<file path="src/rtl/bsps_pkg.sv">
// shared codes for the box strided point scanner
package bsps_pkg;

  localparam int unsigned CFG_IDX_W = 3;

  typedef enum logic [CFG_IDX_W-1:0] {
    REG_BOX_LOW_X    = 3'd0,
    REG_BOX_LOW_Y    = 3'd1,
    REG_BOX_LOW_Z    = 3'd2,
    REG_BOX_HIGH_X   = 3'd3,
    REG_BOX_HIGH_Y   = 3'd4,
    REG_BOX_HIGH_Z   = 3'd5,
    REG_STRIDE_STEPS = 3'd6
  } cfg_reg_e;

  typedef enum logic {
    OP_LOAD = 1'b0,
    OP_STEP = 1'b1
  } op_e;

  // number of coordinates carried by the point, whatever the active dimensions
  localparam int unsigned NUM_COORDS = 3;

endpackage

</file>
<file path="src/rtl/bsps_in_if.sv">
// input and result channel interfaces of the box strided point scanner
interface bsps_in_if #(
  parameter int unsigned COORD_WIDTH = 16
);
  logic                          valid;
  logic                          ready;
  logic                          op;
  logic signed [COORD_WIDTH-1:0] start_x;
  logic signed [COORD_WIDTH-1:0] start_y;
  logic signed [COORD_WIDTH-1:0] start_z;

  modport source (output valid, op, start_x, start_y, start_z, input ready);
  modport sink (input valid, op, start_x, start_y, start_z, output ready);
endinterface

interface bsps_out_if #(
  parameter int unsigned COORD_WIDTH = 16
);
  logic                          valid;
  logic                          ready;
  logic signed [COORD_WIDTH-1:0] point_x;
  logic signed [COORD_WIDTH-1:0] point_y;
  logic signed [COORD_WIDTH-1:0] point_z;
  logic                          outside_box;

  modport source (output valid, point_x, point_y, point_z, outside_box, input ready);
  modport sink (input valid, point_x, point_y, point_z, outside_box, output ready);
endinterface

</file>
<file path="src/rtl/box_strided_point_scanner.sv">
// Box strided point scanner: walks a point through a box of up to three dimensions. A load word
// sets the point, a step word adds the x stride with carry into y and z, and each input word
// gives one result word carrying the point and an outside-box flag. A word is held in the input
// register and its result is registered in the point register; a new word is taken every cycle
// unless the result side stalls. The add, compare and select chain over the dimensions is
// combinational between the two registers.
module box_strided_point_scanner
  import bsps_pkg::*;
#(
  parameter int unsigned COORD_WIDTH  = 16,
  parameter int unsigned STRIDE_WIDTH = 8,
  parameter int unsigned DIMENSIONS   = 3
) (
  input  logic                    clk_i,
  input  logic                    rst_ni,
  input  logic                    cfg_we_i,
  input  logic [CFG_IDX_W-1:0]    cfg_idx_i,
  input  logic [((COORD_WIDTH > NUM_COORDS*STRIDE_WIDTH) ? COORD_WIDTH
                 : NUM_COORDS*STRIDE_WIDTH)-1:0] cfg_wdata_i,
  bsps_in_if.sink                 in_i,
  bsps_out_if.source              out_o
);

  localparam int unsigned CFG_DW = (COORD_WIDTH > NUM_COORDS*STRIDE_WIDTH) ? COORD_WIDTH
                                   : NUM_COORDS*STRIDE_WIDTH;

  logic signed [COORD_WIDTH-1:0]        low    [NUM_COORDS];
  logic signed [COORD_WIDTH-1:0]        high   [NUM_COORDS];
  logic [NUM_COORDS*STRIDE_WIDTH-1:0]   strides;

  logic                                 in_valid_q;
  logic                                 op_q;
  logic signed [COORD_WIDTH-1:0]        start_q [NUM_COORDS];
  logic signed [COORD_WIDTH-1:0]        point_q [NUM_COORDS];
  logic signed [COORD_WIDTH-1:0]        point_d [NUM_COORDS];
  logic                                 finished_q;
  logic                                 finished_d;
  logic                                 out_valid_q;
  logic                                 advance;
  logic                                 in_take;

  bsps_cfg #(
    .COORD_WIDTH (COORD_WIDTH),
    .STRIDE_WIDTH(STRIDE_WIDTH),
    .CFG_DW      (CFG_DW)
  ) u_cfg (
    .clk_i      (clk_i),
    .rst_ni     (rst_ni),
    .cfg_we_i   (cfg_we_i),
    .cfg_idx_i  (cfg_idx_i),
    .cfg_wdata_i(cfg_wdata_i),
    .low_o      (low),
    .high_o     (high),
    .strides_o  (strides)
  );

  // the word in the input register moves on once the result register is free
  assign advance = in_valid_q && (!out_valid_q || out_o.ready);
  assign in_i.ready = !in_valid_q || advance;
  assign in_take = in_i.valid && in_i.ready;

  always_ff @(posedge clk_i or negedge rst_ni) begin
    if (!rst_ni) begin
      in_valid_q <= 1'b0;
    end else if (in_i.ready) begin
      in_valid_q <= in_i.valid;
    end
  end

  always_ff @(posedge clk_i) begin
    if (in_take) begin
      op_q       <= in_i.op;
      start_q[0] <= in_i.start_x;
      start_q[1] <= in_i.start_y;
      start_q[2] <= in_i.start_z;
    end
  end

  bsps_step #(
    .COORD_WIDTH (COORD_WIDTH),
    .STRIDE_WIDTH(STRIDE_WIDTH),
    .DIMENSIONS  (DIMENSIONS)
  ) u_step (
    .op_i      (op_q),
    .start_i   (start_q),
    .point_i   (point_q),
    .finished_i(finished_q),
    .low_i     (low),
    .high_i    (high),
    .strides_i (strides),
    .point_o   (point_d),
    .finished_o(finished_d)
  );

  // the point register is both the scan state and the result word
  always_ff @(posedge clk_i or negedge rst_ni) begin
    if (!rst_ni) begin
      for (int d = 0; d < NUM_COORDS; d++) begin
        point_q[d] <= '0;
      end
      finished_q  <= 1'b0;
      out_valid_q <= 1'b0;
    end else if (advance) begin
      point_q     <= point_d;
      finished_q  <= finished_d;
      out_valid_q <= 1'b1;
    end else if (out_o.ready) begin
      out_valid_q <= 1'b0;
    end
  end

  assign out_o.valid       = out_valid_q;
  assign out_o.point_x     = point_q[0];
  assign out_o.point_y     = point_q[1];
  assign out_o.point_z     = point_q[2];
  assign out_o.outside_box = finished_q;

endmodule

</file>
<file path="src/rtl/bsps_cfg.sv">
// configuration registers: box corners and packed strides
module bsps_cfg
  import bsps_pkg::*;
#(
  parameter int unsigned COORD_WIDTH  = 16,
  parameter int unsigned STRIDE_WIDTH = 8,
  parameter int unsigned CFG_DW       = 24
) (
  input  logic                            clk_i,
  input  logic                            rst_ni,
  input  logic                            cfg_we_i,
  input  logic [CFG_IDX_W-1:0]            cfg_idx_i,
  input  logic [CFG_DW-1:0]               cfg_wdata_i,
  output logic signed [COORD_WIDTH-1:0]   low_o    [NUM_COORDS],
  output logic signed [COORD_WIDTH-1:0]   high_o   [NUM_COORDS],
  output logic [NUM_COORDS*STRIDE_WIDTH-1:0] strides_o
);

  localparam int unsigned STRIDE_REG_W = NUM_COORDS * STRIDE_WIDTH;
  localparam logic [STRIDE_WIDTH-1:0] STRIDE_ONE = STRIDE_WIDTH'(1);

  logic signed [COORD_WIDTH-1:0]  low_q  [NUM_COORDS];
  logic signed [COORD_WIDTH-1:0]  high_q [NUM_COORDS];
  logic [STRIDE_REG_W-1:0]        strides_q;
  logic [COORD_WIDTH-1:0]         wcoord;

  assign wcoord = cfg_wdata_i[COORD_WIDTH-1:0];

  always_ff @(posedge clk_i or negedge rst_ni) begin
    if (!rst_ni) begin
      for (int d = 0; d < NUM_COORDS; d++) begin
        low_q[d]  <= '0;
        high_q[d] <= '0;
      end
      strides_q <= {NUM_COORDS{STRIDE_ONE}};
    end else if (cfg_we_i) begin
      case (cfg_reg_e'(cfg_idx_i))
        REG_BOX_LOW_X:    low_q[0]  <= wcoord;
        REG_BOX_LOW_Y:    low_q[1]  <= wcoord;
        REG_BOX_LOW_Z:    low_q[2]  <= wcoord;
        REG_BOX_HIGH_X:   high_q[0] <= wcoord;
        REG_BOX_HIGH_Y:   high_q[1] <= wcoord;
        REG_BOX_HIGH_Z:   high_q[2] <= wcoord;
        REG_STRIDE_STEPS: strides_q <= cfg_wdata_i[STRIDE_REG_W-1:0];
        default: ;
      endcase
    end
  end

  assign low_o     = low_q;
  assign high_o    = high_q;
  assign strides_o = strides_q;

endmodule

</file>
<file path="src/rtl/bsps_step.sv">
// next point and box test for one load or step word
module bsps_step
  import bsps_pkg::*;
#(
  parameter int unsigned COORD_WIDTH  = 16,
  parameter int unsigned STRIDE_WIDTH = 8,
  parameter int unsigned DIMENSIONS   = 3
) (
  input  logic                                op_i,
  input  logic signed [COORD_WIDTH-1:0]       start_i   [NUM_COORDS],
  input  logic signed [COORD_WIDTH-1:0]       point_i   [NUM_COORDS],
  input  logic                                finished_i,
  input  logic signed [COORD_WIDTH-1:0]       low_i     [NUM_COORDS],
  input  logic signed [COORD_WIDTH-1:0]       high_i    [NUM_COORDS],
  input  logic [NUM_COORDS*STRIDE_WIDTH-1:0]  strides_i,
  output logic signed [COORD_WIDTH-1:0]       point_o   [NUM_COORDS],
  output logic                                finished_o
);

  // wide enough for coordinate plus stride without overflow
  localparam int unsigned AW = ((COORD_WIDTH > STRIDE_WIDTH) ? COORD_WIDTH : STRIDE_WIDTH) + 2;
  localparam logic signed [AW-1:0] COORD_MAX_EXT =
    {{(AW-COORD_WIDTH+1){1'b0}}, {(COORD_WIDTH-1){1'b1}}};

  logic [STRIDE_WIDTH-1:0]        stride [NUM_COORDS];
  logic signed [AW-1:0]           sum    [NUM_COORDS];
  logic signed [AW-1:0]           high_x [NUM_COORDS];
  logic                           carry  [NUM_COORDS+1];
  logic signed [COORD_WIDTH-1:0]  stepped [NUM_COORDS];
  logic signed [COORD_WIDTH-1:0]  next_pt [NUM_COORDS];
  logic                           outside;

  always_comb begin
    carry[0] = 1'b1;
    for (int d = 0; d < NUM_COORDS; d++) begin
      stride[d] = strides_i[d*STRIDE_WIDTH +: STRIDE_WIDTH];
      if (stride[d] == '0) begin
        stride[d] = STRIDE_WIDTH'(1);
      end
      high_x[d] = {{(AW-COORD_WIDTH){high_i[d][COORD_WIDTH-1]}}, high_i[d]};
      sum[d] = {{(AW-COORD_WIDTH){point_i[d][COORD_WIDTH-1]}}, point_i[d]}
             + (carry[d] ? {{(AW-STRIDE_WIDTH){1'b0}}, stride[d]} : '0);
      carry[d+1] = 1'b0;
      stepped[d] = point_i[d];
      if (d + 1 < DIMENSIONS) begin
        // carry into the next dimension when this one passes its high corner
        if (carry[d] && (sum[d] > high_x[d])) begin
          stepped[d]  = low_i[d];
          carry[d+1]  = 1'b1;
        end else begin
          stepped[d] = sum[d][COORD_WIDTH-1:0];
        end
      end else if (d + 1 == DIMENSIONS) begin
        // last active dimension saturates instead of wrapping
        if (sum[d] > COORD_MAX_EXT) begin
          stepped[d] = COORD_MAX_EXT[COORD_WIDTH-1:0];
        end else begin
          stepped[d] = sum[d][COORD_WIDTH-1:0];
        end
      end
    end
  end

  always_comb begin
    for (int d = 0; d < NUM_COORDS; d++) begin
      if (op_e'(op_i) == OP_LOAD) begin
        next_pt[d] = start_i[d];
      end else if (finished_i) begin
        next_pt[d] = point_i[d];
      end else begin
        next_pt[d] = stepped[d];
      end
    end
    outside = 1'b0;
    for (int d = 0; d < DIMENSIONS; d++) begin
      if ((next_pt[d] < low_i[d]) || (next_pt[d] > high_i[d])) begin
        outside = 1'b1;
      end
    end
  end

  assign point_o    = next_pt;
  assign finished_o = ((op_e'(op_i) == OP_STEP) && finished_i) ? 1'b1 : outside;

endmodule

</file>
<file path="src/flat_wrapper.sv">
// flat-port wrapper written by rule: the top's interface ports become plain ports
module box_strided_point_scanner_flat import bsps_pkg::*;
#(
  parameter int unsigned COORD_WIDTH  = 16,
  parameter int unsigned STRIDE_WIDTH = 8,
  parameter int unsigned DIMENSIONS   = 3
)
  (clk_i, rst_ni, cfg_we_i, cfg_idx_i, cfg_wdata_i, in_i_valid, in_i_op, in_i_start_x, in_i_start_y, in_i_start_z, in_i_ready, out_o_valid, out_o_point_x, out_o_point_y, out_o_point_z, out_o_outside_box, out_o_ready);
  bsps_in_if #(.COORD_WIDTH(COORD_WIDTH)) in_i_i ();
  bsps_out_if #(.COORD_WIDTH(COORD_WIDTH)) out_o_i ();
  input  logic clk_i;
  input  logic rst_ni;
  input  logic cfg_we_i;
  input  logic [CFG_IDX_W-1:0] cfg_idx_i;
  input  logic [((COORD_WIDTH > NUM_COORDS*STRIDE_WIDTH) ? COORD_WIDTH
                 : NUM_COORDS*STRIDE_WIDTH)-1:0] cfg_wdata_i;
  input wire logic [$bits(in_i_i.valid)-1:0] in_i_valid;
  input wire logic [$bits(in_i_i.op)-1:0] in_i_op;
  input wire logic [$bits(in_i_i.start_x)-1:0] in_i_start_x;
  input wire logic [$bits(in_i_i.start_y)-1:0] in_i_start_y;
  input wire logic [$bits(in_i_i.start_z)-1:0] in_i_start_z;
  output wire logic [$bits(in_i_i.ready)-1:0] in_i_ready;
  output wire logic [$bits(out_o_i.valid)-1:0] out_o_valid;
  output wire logic [$bits(out_o_i.point_x)-1:0] out_o_point_x;
  output wire logic [$bits(out_o_i.point_y)-1:0] out_o_point_y;
  output wire logic [$bits(out_o_i.point_z)-1:0] out_o_point_z;
  output wire logic [$bits(out_o_i.outside_box)-1:0] out_o_outside_box;
  input wire logic [$bits(out_o_i.ready)-1:0] out_o_ready;
  assign in_i_i.valid = in_i_valid;
  assign in_i_i.op = in_i_op;
  assign in_i_i.start_x = in_i_start_x;
  assign in_i_i.start_y = in_i_start_y;
  assign in_i_i.start_z = in_i_start_z;
  assign in_i_ready = in_i_i.ready;
  assign out_o_valid = out_o_i.valid;
  assign out_o_point_x = out_o_i.point_x;
  assign out_o_point_y = out_o_i.point_y;
  assign out_o_point_z = out_o_i.point_z;
  assign out_o_outside_box = out_o_i.outside_box;
  assign out_o_i.ready = out_o_ready;
  box_strided_point_scanner #(.COORD_WIDTH(COORD_WIDTH), .STRIDE_WIDTH(STRIDE_WIDTH), .DIMENSIONS(DIMENSIONS)) u_core (.clk_i(clk_i), .rst_ni(rst_ni), .cfg_we_i(cfg_we_i), .cfg_idx_i(cfg_idx_i), .cfg_wdata_i(cfg_wdata_i), .in_i(in_i_i), .out_o(out_o_i));
endmodule
</file>
<file path="config.mk">
export PLATFORM = sky130hd
export DESIGN_NAME = box_strided_point_scanner_flat
export DESIGN_NICKNAME = d
export VERILOG_FILES = /design/src/rtl/bsps_pkg.sv /design/src/rtl/bsps_in_if.sv /design/src/rtl/box_strided_point_scanner.sv /design/src/rtl/bsps_cfg.sv /design/src/rtl/bsps_step.sv /design/src/flat_wrapper.sv
export SDC_FILE = /design/constraint.sdc
export NUM_CORES = 1
export LEC_CHECK = 0
export BUFFER_PORTS_ARGS = -buffer_cell sky130_fd_sc_hd__buf_2
export CAP_MARGIN = 30
export CORE_MARGIN = 8
export CORE_UTILIZATION = 25
export CTS_BUF_LIST = sky130_fd_sc_hd__clkbuf_16
export DETAILED_ROUTE_END_ITERATION = 8
export PLACE_DENSITY = 0.43
export SYNTH_ARGS = -nofsm -noshare
export SYNTH_HDL_FRONTEND = slang
export SYNTH_SLANG_ARGS = --single-unit
</file>
<file path="constraint.sdc">
create_clock -name clk_i -period 9.7 [get_ports clk_i]
set_input_delay 0.97 -clock clk_i [delete_from_list [all_inputs] [get_ports clk_i]]
set_output_delay 0.97 -clock clk_i [all_outputs]
set_load 0.02 [all_outputs]
</file>
==> flow_metrics.env <==
export IMPL_status="complete, but fails checks"
export IMPL_violations="setup timing"
export IMPL_synth_simple_area_share_pct=13.3
export IMPL_synthMuxAreaShare_pct=7.22
export IMPL_worstPathMaxFanout=6
export IMPL_ir_drop_mv=0.137
export IMPL_detailed_place_hpwl_um=41600
export IMPL_yosys_most_used_dff="dfrtp_1"
export IMPL_end_kind="register"
export IMPL_fillerInstances=5999
export IMPL_grt_use_total_pct=16.6
export IMPL_synth_largest_area_cell="dfrtp_1"
export IMPL_die_w_um=256
export IMPL_antenna_found_initial=2
export IMPL_skew_ps=31.2
export IMPL_worst_slew_pin_slew_ps=931
export IMPL_r2r_cells=49
export IMPL_core_area_um2=57400
export IMPL_drc=0
export IMPL_cts_hold_buf=0
export IMPL_drt_iter0_markers=672
export IMPL_power_density_nw_per_um2=254
export IMPL_root_buffer="clkbuf_16"
export IMPL_ant_nets=0
export IMPL_slowest_delay_ps=420
export IMPL_wl_per_cell_um=21.9
export IMPL_grt_pass1_vias=13067
export IMPL_tritoncts="built"
export IMPL_power_total_mw=4.74
export IMPL_hold_class="in -> async"
export IMPL_synth_top_family_by_area="compound AO/OA/AOI/OAI gates"
export IMPL_cts_sinks=220
export IMPL_place_area_um2=17100
export IMPL_worstPathArrival_ps=10460
export IMPL_pin_count=132
export IMPL_synth_compound_area_share_pct=18.5
export IMPL_syn_avg_cell_area_um2=9.61
export IMPL_slowest_stage="or3_4"
export IMPL_grt_pass1_wl_um=84500
export IMPL_die_height_um=256
export IMPL_multiInputGateArea_um2=8430
export IMPL_area_growth_syn_to_layout_pct=29.5
export IMPL_numCtsBuffers=30
export IMPL_ys_types=77
export IMPL_setup_slack_ps=-304
export IMPL_io_buffers=131
export IMPL_synthTopCellsByArea="dfrtp_1, ha_1, edfxtp_1"
export IMPL_syn_nets=1737
export IMPL_async_reset_ff_share_pct=77.7
export IMPL_synth_top_cell_area_share_pct=29.1
export IMPL_setup_viol=1
export IMPL_crit_type="reg -> reg"
export IMPL_drt_wl_total_um=56300
export IMPL_synth_xor_area_share_pct=2.18
export IMPL_initial_utilization_pct=25.2
export IMPL_start_kind="register"
export IMPL_maxCapViolations=0
export IMPL_insertion_delay_ps=590
export IMPL_htreeDepth=1
export IMPL_rows=88
export IMPL_stdcell_area_um2=18700
export IMPL_syn_area_um2=14400
export IMPL_slew_viol_final=0
export IMPL_nets=2016
export IMPL_vias=12709
export IMPL_synth_edff_count=49
export IMPL_firstDrtPassIters=5
export IMPL_yosysWarnings=0
export IMPL_synth_seq_cells=220
export IMPL_vias_per_cell=4.95
export IMPL_rsz0062_at_grt="yes"
export IMPL_drive_gt1_share_pct=30.1
export IMPL_die_area_um2=65700
export IMPL_place_congestion=0.881
export IMPL_seq_area_um2=5760
export IMPL_period_share_pct=103
export IMPL_postSynthCellCount=1502
export IMPL_hold_violations=0
export IMPL_clk_pin_slew_ps=60
export IMPL_max_slew_margin_pct=37.9
export IMPL_clockBufferDepth=3
export IMPL_setup_tns_ps=-304
export IMPL_period_minus_slack_ps=10000
export IMPL_yosysSeqAreaShare_pct=39.9
export IMPL_clock_fmax_mhz=100
export IMPL_synthAdderAreaFrac_pct=13.5
export IMPL_grt_max_degree=68
export IMPL_cp_required_ps=10150
export IMPL_total_leakage_power_nw=8.27
export IMPL_overflow=0
metal layers:
layer | track usage (%) | share of wire [%] | vias up | routed length, um
met4 | 4.00 | 2.4 | 0 | 1370
li1 | - | - | 6033 | -
met2 | 27.7 | 47 | 317 | 26400
met5 | 0 | 0 | - | 0
met3 | 2.59 | 4.3 | 71 | 2420
met1 | 22.3 | 46 | 6288 | 26100
layout make-up:
class                           count  share of cell area (%)
Antenna cell                        1                  0.0134
Tap cell                          765                    5.12
Sequential cell                   220                    30.8
Multi-Input combinational cell   1084                    45.1
Inverter                          130                    2.61
Clock inverter                     25                    1.27
Clock buffer                       30                    4.02
Timing Repair Buffer              315                    11.1
Yosys cell counts, drive strengths merged (22+ instances only):
master / n
xnor2: 29
dfrtp: 168
o21ai: 141
nand3: 24
nand4: 26
edfxtp: 49
clkbuf: 57
nor2: 81
nand2: 131
nor3: 27
mux2: 81
a211oi: 22
ha: 151
a21oi: 81
inv: 129
placed cells by master (no fill, tap or decap), types with 15 or more instances in the layout:
| cell | count |
|---|---|
| clkbuf_16 | 30 |
| xnor2_1 | 28 |
| nand4_1 | 25 |
| o21ai_0 | 119 |
| nor3_1 | 20 |
| nor2_1 | 78 |
| a21o_1 | 20 |
| ha_1 | 144 |
| buf_4 | 178 |
| nand2_1 | 128 |
| dfrtp_1 | 167 |
| a21oi_1 | 70 |
| inv_1 | 137 |
| mux2_2 | 80 |
| edfxtp_1 | 49 |
| and2_1 | 15 |
| nand3_1 | 22 |
| o211ai_1 | 15 |
| buf_2 | 130 |
logic make-up after synthesis:
kind of cell	Yosys count
compound gates	412
xor+xnor	36
fa+ha+maj	154
buf+inv	198
flops	220
mux	94
simple gates	388
report_power, final:
group	internal (mW)	switching (mW)	leakage [nW]
sequential	1.12	0.147	2.52
clock	0.666	0.446	0.512
combinational	1.04	1.31	5.24
total	2.83	1.91	8.27
worst max-delay path: cells and delay by family (launching register included):
| kind | cells | cell delay, ps |
|---|---|---|
| AND/OR/NAND/NOR | 14 | 2560 |
| AO/OA/AOI/OAI | 19 | 3420 |
| adder cells (fa/ha/maj) | 8 | 2200 |
| XOR/XNOR | 1 | 100 |
| buffers and inverters | 6 | 870 |
| multiplexers | 1 | 300 |
| flip-flops | 1 | 390 |
sequential cells by signal, indices dropped and copies added (netlist names):
register	cells
u_core.out_o.point_x	16
u_core.out_o.point_y	16
u_core.out_o.valid	1
u_core.u_cfg.low_o	48
u_core.op_q	1
u_core.u_cfg.high_o	48
u_core.start_q	48
u_core.u_cfg.strides_o	24
u_core.out_o.point_z	16
u_core.out_o.outside_box	1
u_core.in_valid_q	1
what timing repair did:
item                       4_1_cts  5_1_grt
setup endpoints to repair        1        1
resized for setup               62       36
setup buffers                    9       12
pin swaps                       37       42
final timing paths:
| path | startpoint | end | slack [ps] |
|---|---|---|---|
| worst max register to register | u_core.u_cfg.strides_o[4] | u_core.out_o.outside_box | -300 |
| max in group asynchronous | rst_ni | u_core.out_o.outside_box | 7940 |
| worst max-delay path | u_core.u_cfg.strides_o[4] | u_core.out_o.outside_box | -300 |
| worst min-delay path | rst_ni | u_core.out_o.point_z[10] | 330 |
| worst min register to register | u_core.u_cfg.high_o[43] | u_core.u_cfg.high_o[43] | 500 |
| min in group clk_i | u_core.u_cfg.high_o[43] | u_core.u_cfg.high_o[43] | 500 |
through the flow:
stage               utilization [%]  setup WS [ps]  hold slack [ps]  instances
floorplan                         -           1.88              471       1502
global placement               29.8           -538              487       2494
detailed placement             29.8           -809              493       2494
CTS                            32.2           -227              323       2558
global route                   32.6           -799              351       2569
finish                         32.6           -304              333       2570
Power figures use the tool's default switching activity.
